--- src/hw/rtl/feal4_block_encrypt_defines.svh ---
// ----------------------------------------------------------------------------
// FEAL-4 block encryptor assertion macros
// Concurrent check wrappers; they compile to nothing when SYNTH is defined.
// ----------------------------------------------------------------------------
`ifndef FEAL4_BLOCK_ENCRYPT_DEFINES_SVH
`define FEAL4_BLOCK_ENCRYPT_DEFINES_SVH

`ifndef SYNTH
// Condition must hold at every clock edge outside reset
`define FEAL_ASSERT_ALWAYS(label, cond) \
    label: assert property (@(posedge i_clk) disable iff (!i_rst_n) (cond)) \
        else $error("feal4 check failed");
// Antecedent in one cycle implies consequent in the next
`define FEAL_ASSERT_NEXT(label, ante, cons) \
    label: assert property (@(posedge i_clk) disable iff (!i_rst_n) (ante) |=> (cons)) \
        else $error("feal4 check failed");
`else
`define FEAL_ASSERT_ALWAYS(label, cond)
`define FEAL_ASSERT_NEXT(label, ante, cons)
`endif

`endif

--- src/hw/rtl/feal4_pkg.sv ---
`timescale 1ns / 1ps
// ----------------------------------------------------------------------------
// FEAL-4 package
// Widths, key register indexes and the G / F mixing functions.
// ----------------------------------------------------------------------------
package feal4_pkg;

    localparam int WORD_W    = 32;
    localparam int BLOCK_W   = 2 * WORD_W;
    localparam int NUM_KEYS  = 6;
    localparam int KEY_IDX_W = 3;
    localparam int NUM_RND   = 4;

    // Configuration register indexes
    localparam logic [KEY_IDX_W-1:0] KEY_ROUND_0    = 3'd0;
    localparam logic [KEY_IDX_W-1:0] KEY_ROUND_1    = 3'd1;
    localparam logic [KEY_IDX_W-1:0] KEY_ROUND_2    = 3'd2;
    localparam logic [KEY_IDX_W-1:0] KEY_ROUND_3    = 3'd3;
    localparam logic [KEY_IDX_W-1:0] KEY_WHITEN_LOW = 3'd4;
    localparam logic [KEY_IDX_W-1:0] KEY_WHITEN_HI  = 3'd5;

    typedef logic [WORD_W-1:0] t_word;
    typedef logic [7:0]        t_byte;

    // G: rotate-left-3 of (a + b + m) mod 256
    function automatic t_byte g_mix(input t_byte a, input t_byte b, input logic m);
        t_byte s;
        s = a + b + {7'd0, m};
        return {s[4:0], s[7:5]};
    endfunction

    // F: bytes taken little-endian, y0 packed into the top byte
    function automatic t_word f_mix(input t_word w);
        t_byte t;
        t_byte y0;
        t_byte y1;
        t_byte y2;
        t_byte y3;
        t  = w[23:16] ^ w[31:24];
        y1 = g_mix(w[7:0] ^ w[15:8], t, 1'b1);
        y0 = g_mix(w[7:0], y1, 1'b0);
        y2 = g_mix(t, y1, 1'b0);
        y3 = g_mix(w[31:24], y2, 1'b1);
        return {y0, y1, y2, y3};
    endfunction

endpackage

--- src/hw/rtl/feal4_round.sv ---
`timescale 1ns / 1ps
// ----------------------------------------------------------------------------
// FEAL-4 round stage
// One Feistel round as a registered pipeline stage with valid/ready:
// (left, right) -> (right, left ^ F(right ^ key)).
// ----------------------------------------------------------------------------
module feal4_round
    import feal4_pkg::*;
(
    input  logic  i_clk,
    input  logic  i_rst_n,
    input  logic  i_valid,
    output logic  o_ready,
    input  t_word i_left,
    input  t_word i_right,
    input  t_word i_key,
    output logic  o_valid,
    input  logic  i_ready,
    output t_word o_left,
    output t_word o_right
);

    logic  r_valid;
    t_word r_left;
    t_word r_right;
    t_word n_left;
    t_word n_right;

    // Stage takes a beat when empty or when its content moves on
    assign o_ready = !r_valid || i_ready;

    // Round function
    always_comb begin
        n_left  = i_right;
        n_right = i_left ^ f_mix(i_right ^ i_key);
    end

    // Valid bit
    always_ff @(posedge i_clk) begin
        if (!i_rst_n) begin
            r_valid <= 1'b0;
        end else if (o_ready) begin
            r_valid <= i_valid;
        end
    end

    // Payload, no reset
    always_ff @(posedge i_clk) begin
        if (o_ready && i_valid) begin
            r_left  <= n_left;
            r_right <= n_right;
        end
    end

    assign o_valid = r_valid;
    assign o_left  = r_left;
    assign o_right = r_right;

endmodule

--- src/hw/rtl/feal4_block_encrypt.sv ---
`timescale 1ns / 1ps
// An input beat passes one whitening stage, then one register stage per Feistel
// round. Throughput: one 64-bit block per cycle while the output accepts; each
// stage holds one block and moves on whenever the next stage is free, so
// bubbles are squeezed out.
// Reset (synchronous, active low) empties the pipeline and clears all keys.
// ----------------------------------------------------------------------------
// FEAL-4 block encryptor
// Whitening stage plus four round stages; keys written over a plain port.
// ----------------------------------------------------------------------------
`include "feal4_block_encrypt_defines.svh"

module feal4_block_encrypt
    import feal4_pkg::*;
(
    input  logic                 i_clk,
    input  logic                 i_rst_n,
    // configuration write port
    input  logic                 i_cfg_we,
    input  logic [KEY_IDX_W-1:0] i_cfg_addr,
    input  logic [WORD_W-1:0]    i_cfg_data,
    // input stream
    input  logic                 s_axis_tvalid,
    output logic                 s_axis_tready,
    input  logic [BLOCK_W-1:0]   s_axis_tdata,  // [63:0] plaintext
    // output stream
    output logic                 m_axis_tvalid,
    input  logic                 m_axis_tready,
    output logic [BLOCK_W-1:0]   m_axis_tdata   // [63:0] ciphertext
);

    t_word r_key [NUM_KEYS];

    // Key registers; writes beyond the list are dropped
    always_ff @(posedge i_clk) begin
        if (!i_rst_n) begin
            for (int k = 0; k < NUM_KEYS; k++) begin
                r_key[k] <= '0;
            end
        end else if (i_cfg_we) begin
            case (i_cfg_addr)
                KEY_ROUND_0:    r_key[KEY_ROUND_0]    <= i_cfg_data;
                KEY_ROUND_1:    r_key[KEY_ROUND_1]    <= i_cfg_data;
                KEY_ROUND_2:    r_key[KEY_ROUND_2]    <= i_cfg_data;
                KEY_ROUND_3:    r_key[KEY_ROUND_3]    <= i_cfg_data;
                KEY_WHITEN_LOW: r_key[KEY_WHITEN_LOW] <= i_cfg_data;
                KEY_WHITEN_HI:  r_key[KEY_WHITEN_HI]  <= i_cfg_data;
                default: ;
            endcase
        end
    end

    // Stage valids: index 0 is whitening, 1..4 the rounds
    // Stage readies: index g feeds round g, the last one is the output
    logic [NUM_RND:0]   stg_valid;
    logic [NUM_RND+1:1] stg_ready;
    t_word              stg_left  [NUM_RND+1];
    t_word              stg_right [NUM_RND+1];

    // Whitening stage: left = lo ^ kl, right = left ^ (hi ^ kh)
    logic  r_wh_valid;
    t_word r_wh_left;
    t_word r_wh_right;
    t_word n_wh_left;
    t_word n_wh_right;

    assign s_axis_tready = !r_wh_valid || stg_ready[1];

    always_comb begin
        n_wh_left  = s_axis_tdata[WORD_W-1:0] ^ r_key[KEY_WHITEN_LOW];
        n_wh_right = n_wh_left ^ s_axis_tdata[BLOCK_W-1:WORD_W] ^ r_key[KEY_WHITEN_HI];
    end

    always_ff @(posedge i_clk) begin
        if (!i_rst_n) begin
            r_wh_valid <= 1'b0;
        end else if (s_axis_tready) begin
            r_wh_valid <= s_axis_tvalid;
        end
    end

    always_ff @(posedge i_clk) begin
        if (s_axis_tready && s_axis_tvalid) begin
            r_wh_left  <= n_wh_left;
            r_wh_right <= n_wh_right;
        end
    end

    assign stg_valid[0]         = r_wh_valid;
    assign stg_left[0]          = r_wh_left;
    assign stg_right[0]         = r_wh_right;
    assign stg_ready[NUM_RND+1] = m_axis_tready;

    // Round stages
    for (genvar g = 0; g < NUM_RND; g++) begin : g_round
        feal4_round u_round (
            .i_clk   (i_clk),
            .i_rst_n (i_rst_n),
            .i_valid (stg_valid[g]),
            .o_ready (stg_ready[g+1]),
            .i_left  (stg_left[g]),
            .i_right (stg_right[g]),
            .i_key   (r_key[g]),
            .o_valid (stg_valid[g+1]),
            .i_ready (stg_ready[g+2]),
            .o_left  (stg_left[g+1]),
            .o_right (stg_right[g+1])
        );
    end

    // Final XOR: ciphertext = {cl ^ d, cl}
    assign m_axis_tvalid = stg_valid[NUM_RND];
    assign m_axis_tdata  = {stg_right[NUM_RND] ^ stg_left[NUM_RND], stg_right[NUM_RND]};

    // Input is back-pressured only when every stage holds a block
    `FEAL_ASSERT_ALWAYS(a_full_when_blocked, s_axis_tready || (&stg_valid))
    // Pipeline is empty on the first cycle after reset
    `FEAL_ASSERT_ALWAYS(a_empty_after_reset, $past(i_rst_n) || (stg_valid == '0))
    // A block leaving the first round stage lands in the second
    `FEAL_ASSERT_NEXT(a_round_advance, stg_valid[1] && stg_ready[2], stg_valid[2])
    // An accepted input beat always occupies the whitening stage next cycle
    `FEAL_ASSERT_NEXT(a_input_lands, s_axis_tvalid && s_axis_tready, stg_valid[0])

endmodule
--- config.mk ---
export PLATFORM = sky130hd
export DESIGN_NAME = feal4_block_encrypt
export DESIGN_NICKNAME = d
export VERILOG_FILES = /design/src/hw/rtl/feal4_pkg.sv /design/src/hw/rtl/feal4_round.sv /design/src/hw/rtl/feal4_block_encrypt.sv
export VERILOG_INCLUDE_DIRS = /design/src /design/src/hw/rtl
export SDC_FILE = /design/constraint.sdc
export NUM_CORES = 1
export LEC_CHECK = 0
export BUFFER_PORTS_ARGS = -buffer_cell sky130_fd_sc_hd__buf_2
export CAP_MARGIN = 30
export CORE_ASPECT_RATIO = 1.25
export CORE_MARGIN = 10
export CORE_UTILIZATION = 60
export CTS_BUF_LIST = sky130_fd_sc_hd__clkbuf_8
export DETAILED_ROUTE_END_ITERATION = 7
export GPL_ROUTABILITY_DRIVEN = 0
export PLACE_DENSITY = 0.82
export SLEW_MARGIN = 20
export SYNTH_ARGS = -nofsm -noshare
export SYNTH_HDL_FRONTEND = slang
export SYNTH_SLANG_ARGS = --single-unit
--- constraint.sdc ---
create_clock -name i_clk -period 14.1 [get_ports i_clk]
set_clock_uncertainty 0.1 [all_clocks]
set_input_delay 0.705 -clock i_clk [delete_from_list [all_inputs] [get_ports i_clk]]
set_output_delay 0.705 -clock i_clk [all_outputs]
set_load 0.01 [all_outputs]
Word level (Yosys, flattened, before mapping)
Memory sizes are Yosys's and may differ from the RTL's.
Index checks and enable logic that the tools add are counted.
{ "word_totals": {"register_bits": 325, "ram_bits": 192, "input_bits": 104, "elab_cells": 118, "mem_count": 1} }
{ "memory_table": {"columns": ["memory", "depth", "word_bits", "rd", "rd_clocked_by_memory_dff", "write_ports", "line", "text"], "rows": [
  ["r_key", 6, 32, 6, 0, 6, "feal4_block_encrypt.sv:32", "t_word r_key [NUM_KEYS];"]
]} }
{ "op_classes": {"n_addsub": 24, "n_eq_ne": 5, "muxes": 31, "bitwise_logic": 26, "reduce_logical": 16} }
{ "op_table": {"columns": ["operator", "n"], "rows": [
  ["bitwise XOR 32 bit", 12],
  ["2-to-1 mux 32 bit", 6],
  ["adder 8 bit", 16],
  ["adder 8 x 1 -> 8 bit, second input constant", 8],
  ["bitwise XOR 8 bit", 8],
  ["2-to-1 mux 1 bit", 25],
  ["== test 3 x 2 -> 1 bit, second input constant", 2],
  ["== test 3 bit, second input constant", 2],
  ["OR 1 bit", 6],
  ["logical AND 1 bit", 5],
  ["zero test 1 bit", 5],
  ["logical OR 1 bit", 5],
  ["== test 3 x 1 -> 1 bit, second input constant", 1],
  ["zero test 3 bit", 1]
]} }

Longest topological paths before layout
{ "depth": {"ltp_word": 8, "depth_mapped": 23} }

By module
Synthesis repeated with hierarchy kept, for this count alone.
{ "hier_totals": {"cells_unflattened": 1754, "hier_area_um2": 24982.7} }
{ "modules_own_cells": {"columns": ["module", "n_inst", "cells_each", "area_each_um2"], "rows": [
  ["feal4_round at g_round[1].u_round ...", 3, 274, 3744.8],
  ["feal4_block_encrypt", 1, 659, 10002.1],
  ["feal4_round at g_round[0].u_round", 1, 273, 3746.1]
]} }

Worst setup path before layout
No wires, ideal clock.
{ "synth_timing": {"kind": "input-to-reg", "start": "input port m_axis_tready", "end": "register g_round[0].u_round.r_left[0] (enable)", "setup_time_ps": 584, "arrival_time_ps": 5758, "slack_ps": 7658, "stages": 4, "cell_sequence": "nor2b_1 and3_1 clkbuf_1 a21boi_0"} }
{ "synth_via": {"elab_chain_cells": 5} }
{ "synth_rtl": {"columns": ["element", "line", "text"], "rows": [
  ["from (decl)", "feal4_block_encrypt.sv:28", "input logic m_axis_tready,"],
  ["logical OR 1 bit (4 in a row)", "feal4_round.sv:30", "assign o_ready = !r_valid || i_ready;"],
  ["logical AND 1 bit", "feal4_round.sv:49", "if (o_ready && i_valid) begin"],
  ["to (signal assigned)", "feal4_round.sv:50", "r_left <= n_left;"],
  ["to (decl)", "feal4_round.sv:24", "t_word r_left;"]
]} }
Every way passes these cells.
A chain may end at the register's enable or synchronous reset.

Worst setup path after layout
{ "layout_timing": {"start": "register g_round[1].u_round.r_right[17]", "end": "register g_round[2].u_round.r_right[1], data pin"} }
{ "layout_via": {"elab_chain_cells": 8} }
{ "layout_rtl": {"columns": ["element", "line", "text"], "rows": [
  ["from (decl)", "feal4_round.sv:25", "t_word r_right;"],
  ["from (signal assigned)", "feal4_round.sv:51", "r_right <= n_right;"],
  ["bitwise XOR 32 bit *", "feal4_round.sv:35", "n_right = i_left ^ f_mix(i_right ^ i_key);"],
  ["bitwise XOR 8 bit *", "feal4_pkg.sv:39", "t = w[23:16] ^ w[31:24];"],
  ["adder 8 bit", "feal4_pkg.sv:28", "s = a + b + {7'd0, m};"],
  ["adder 8 x 1 -> 8 bit", "feal4_pkg.sv:28", null],
  ["adder 8 bit * (2 in a row)", "feal4_pkg.sv:28", null],
  ["adder 8 x 1 -> 8 bit *", "feal4_pkg.sv:28", null],
  ["bitwise XOR 32 bit *", "feal4_round.sv:35", null],
  ["via g_round[2].u_round.n_right[1]", "feal4_round.sv:27", "t_word n_right;"],
  ["to (signal assigned)", "feal4_round.sv:51", null],
  ["to (decl)", "feal4_round.sv:25", null]
]} }
Mark *: on every way through the listed nets, which the timed path passes. The rest lies on a longest branch.

==> flow_summary_export.csv <==
group,metric,value,unit
timing,fin_ws,7.76,ns
layout,final_layout_size_suffix_gt1_frac,0.146,
cts,cts.clk_slew.worst_paths,0.06,ns
routing,firstDrtPassIters,5,
global_route,grt_max_degree,65,
logic_synthesis,synth_cells,1725,
logic_synthesis,synth_nets,1961,
job,cap_violations,0,
logic_synthesis,synth_area_leaders,"edfxtp_1 61%, xnor2_1 11%, xor2_1 7.9%",
global_route,grt_usage,0.234,
global_route,grt_pass1_wl,89.0,mm
cts,cts_buffers,79,
layout,syn_to_final_growth,12.5,%
routing,via_per_inst,5.46,
global_route,gr-total-overflow,0,
critical_path,r2r_cells,23,
logic_synthesis,ys_seq_elements,517,
timing,slew-limit-headroom,0.362,
critical_path,worstSetupEndpointType,"flop",
routing,wl_met2,30.6,mm
timing,setup_viol_count_final,0,
layout,layout_common_cells,"512 x edfxtp_1, 325 x xnor2_1, 228 x xor2_1, 196 x and2_1, 169 x buf_2",
layout,multi_input_area,9600,um^2
layout,nNetsFinal,2208,
global_route,grt_pass1_vias,15300,
min_path,whs_path_depth,2,
timing,rsz0062_at_grt,"false",
cts,cts_hold_buf,0,
layout,filler_cell_count,2931,
min_path,hp-class,"input port to flop",
die,die_w,203,um
die,rows,83,
cts,cts_resized,0,
critical_path,worstReg2RegStart,"g_round[1].u_round.o_right[17]$_DFFE_PP_",
die,die-area,50600,um^2
routing,wl_met3,3.72,mm
place,dpl_worst_slack,7.89,ns
logic_synthesis,yosysTopAreaCellShare,0.611,
timing,finalHoldViolations,0,
cts,clkSinkCount,517,
cts,post_cts_buffers,0,
critical_path,cp-start-kind,"flop",
min_path,hold_end,"r_wh_left[6]$_DFFE_PP_",
die,initial_utilization,0.609,
logic_synthesis,async_flop_share,0,
outcome,status,"complete, no violations",
cts,cts_root_buf,"clkbuf_8",
cts,insertion_delay,0.64,ns
logic_synthesis,post_synth_num_cell_types,36,
logic_synthesis,yosysSeqAreaShare,0.615,
layout,final_common_cell,"edfxtp_1",
cts,ctsHtreeMaxLevel,3,
logic_synthesis,ys_warn_count,0,
die,die_y,249,um
routing,drt-initial-drc-count,971,
min_path,min_from,"s_axis_tdata[6]",
cts,cts_max_path_buffers,3,
timing,drv_slew,0,
routing,final_antenna_net_count,0,
routing,wl_met1,21.5,mm
critical_path,crit_type,"flop to flop",
routing,vias,14100,
place,dp_hpwl,46.3,mm
routing,drc,0,
timing,fmax,0.158,GHz
logic_synthesis,synth_edf_count,512,
routing,totalWireLength,59.0,mm
cts,cts_tree,"yes",
routing,top_layer,"met4",
die,core,41300,um^2
global_route,antenna_found_initial,4,
timing,timing.final.crit_share,0.450,
logic_synthesis,syn-cell-area,25200,um^2
logic_synthesis,syn-mean-instance-area,14.6,um^2
critical_path,r2r_end,"g_round[2].u_round.o_right[1]$_DFFE_PP_",
logic_synthesis,ys.flop_type,"edfxtp_1",
routing,post_drt_wl_per_cell,22.8,um
timing,worst-slew-pin-transition,0.951,ns
timing,period_minus_slack,6.34,ns
critical_path,worstPathMaxFanout,5,
timing,setup_tns,0,ns
critical_path,crit_arrival,6.61,ns
die,io_pins,170,
logic_synthesis,synth_area_leader_cell,"edfxtp_1",
place,io_buffers,169,
layout,seqCellArea,15500,um^2
critical_path,worstPathRequired,14.37,ns
critical_path,worst-r2r-setup-slack,7.76,ns
[registers in the layout, indices dropped and copies added (netlist names)]
| name | cells |
|---|---|
| g_round.u_round.o_left | 128 |
| r_wh_right | 32 |
| g_round.u_round.o_valid | 4 |
| g_round.u_round.o_right | 128 |
| r_wh_valid | 1 |
| r_wh_left | 32 |
| r_key | 192 |
[critical path: stages (launching register included)]
cell      delay, ns
edfxtp_1       0.45
xnor2_1        0.38
xnor2_1        0.29
inv_1          0.12
fa_1           0.45
nand2b_1       0.17
a21oi_1        0.25
a21o_1         0.17
a21oi_1        0.07
xnor2_1        0.62
ha_1           0.36
a21oi_1        0.29
nor2b_1        0.12
a311o_1        0.41
a21o_1         0.20
a21oi_1        0.26
xnor2_1        0.13
ha_1           0.34
nor2b_1        0.14
o21ai_0        0.19
nand2b_1       0.12
a21o_1         0.19
a21oi_1        0.17
xnor2_1        0.10
[through the flow]
step | hold slack, ns | instances | util | cell area, um^2
floorplan | 0.347 | 1725 | - | 25200
global placement | 0.350 | 2442 | 0.650 | 26900
detailed placement | 0.356 | 2443 | 0.651 | 26900
global route | 0.290 | 2581 | 0.685 | 28300
CTS | 0.270 | 2581 | 0.685 | 28300
finish | 0.312 | 2582 | 0.685 | 28300
[how the worst max path moves through the flow]
| stage | startpoint | end | slack (ns) | cells past startpoint |
|---|---|---|---|---|
| 3_3_place_gp | r_wh_right[16]$_DFFE_PP_ | g_round[0].u_round.o_right[1]$_DFFE_PP_ | 8.12 | 22 |
| 2_1_floorplan | m_axis_tready | g_round[0].u_round.o_left[0]$_DFFE_PP_ | 7.66 | 4 |
| 4_1_cts | g_round[1].u_round.o_right[17]$_DFFE_PP_ | g_round[2].u_round.o_right[1]$_DFFE_PP_ | 7.88 | 23 |
| 5_1_grt | g_round[2].u_round.o_right[25]$_DFFE_PP_ | g_round[3].u_round.o_right[1]$_DFFE_PP_ | 7.35 | 23 |
| 3_5_place_dp | g_round[1].u_round.o_right[17]$_DFFE_PP_ | g_round[2].u_round.o_right[1]$_DFFE_PP_ | 7.89 | 23 |
| 6_report | g_round[1].u_round.o_right[17]$_DFFE_PP_ | g_round[2].u_round.o_right[1]$_DFFE_PP_ | 7.76 | 23 |
[cell type report]
type                            count  area share
Sequential cell                   517       0.546
Multi-Input combinational cell   1152       0.339
Clock buffer                       84      0.0408
Timing Repair Buffer              186      0.0351
Tap cell                          552      0.0244
Clock inverter                     54     0.00976
Inverter                           36     0.00477
Antenna cell                        1   0.0000883
[Yosys cell counts, drive strengths merged (3+ instances only)]
library cell,count
o21a,10
nor3,10
clkbuf,20
xnor2,325
o21ai,28
nor2b,24
or4,3
xnor3,4
a21boi,3
xor2,228
a31oi,8
nor2,41
dfxtp,5
nand2b,19
fa,16
or3,5
a21oi,51
edfxtp,512
a21o,30
o21bai,4
nand2,10
and2,196
o31a,3
o31ai,3
inv,36
ha,116
o41ai,4
[cells by family after synthesis]
| group | Yosys count | share of synthesized area |
|---|---|---|
| flip-flops | 517 | 0.615 |
| AND/OR/NAND/NOR | 313 | 0.0733 |
| adder cells (fa/ha/maj) | 132 | 0.0704 |
| XOR/XNOR | 557 | 0.196 |
| buffers and inverters | 56 | 0.00835 |
| AO/OA/AOI/OAI | 150 | 0.0372 |
[per-layer routing]
| layer | GRT usage | up-vias |
|---|---|---|
| li1 | - | 6540 |
| met1 | 0.259 | 6864 |
| met2 | 0.411 | 517 |
| met3 | 0.0473 | 169 |
| met4 | 0.129 | 0 |
| met5 | 0 | - |
Power is not shown: default switching activity piles up to over one toggle a cycle in this logic, so the estimate is an artifact.
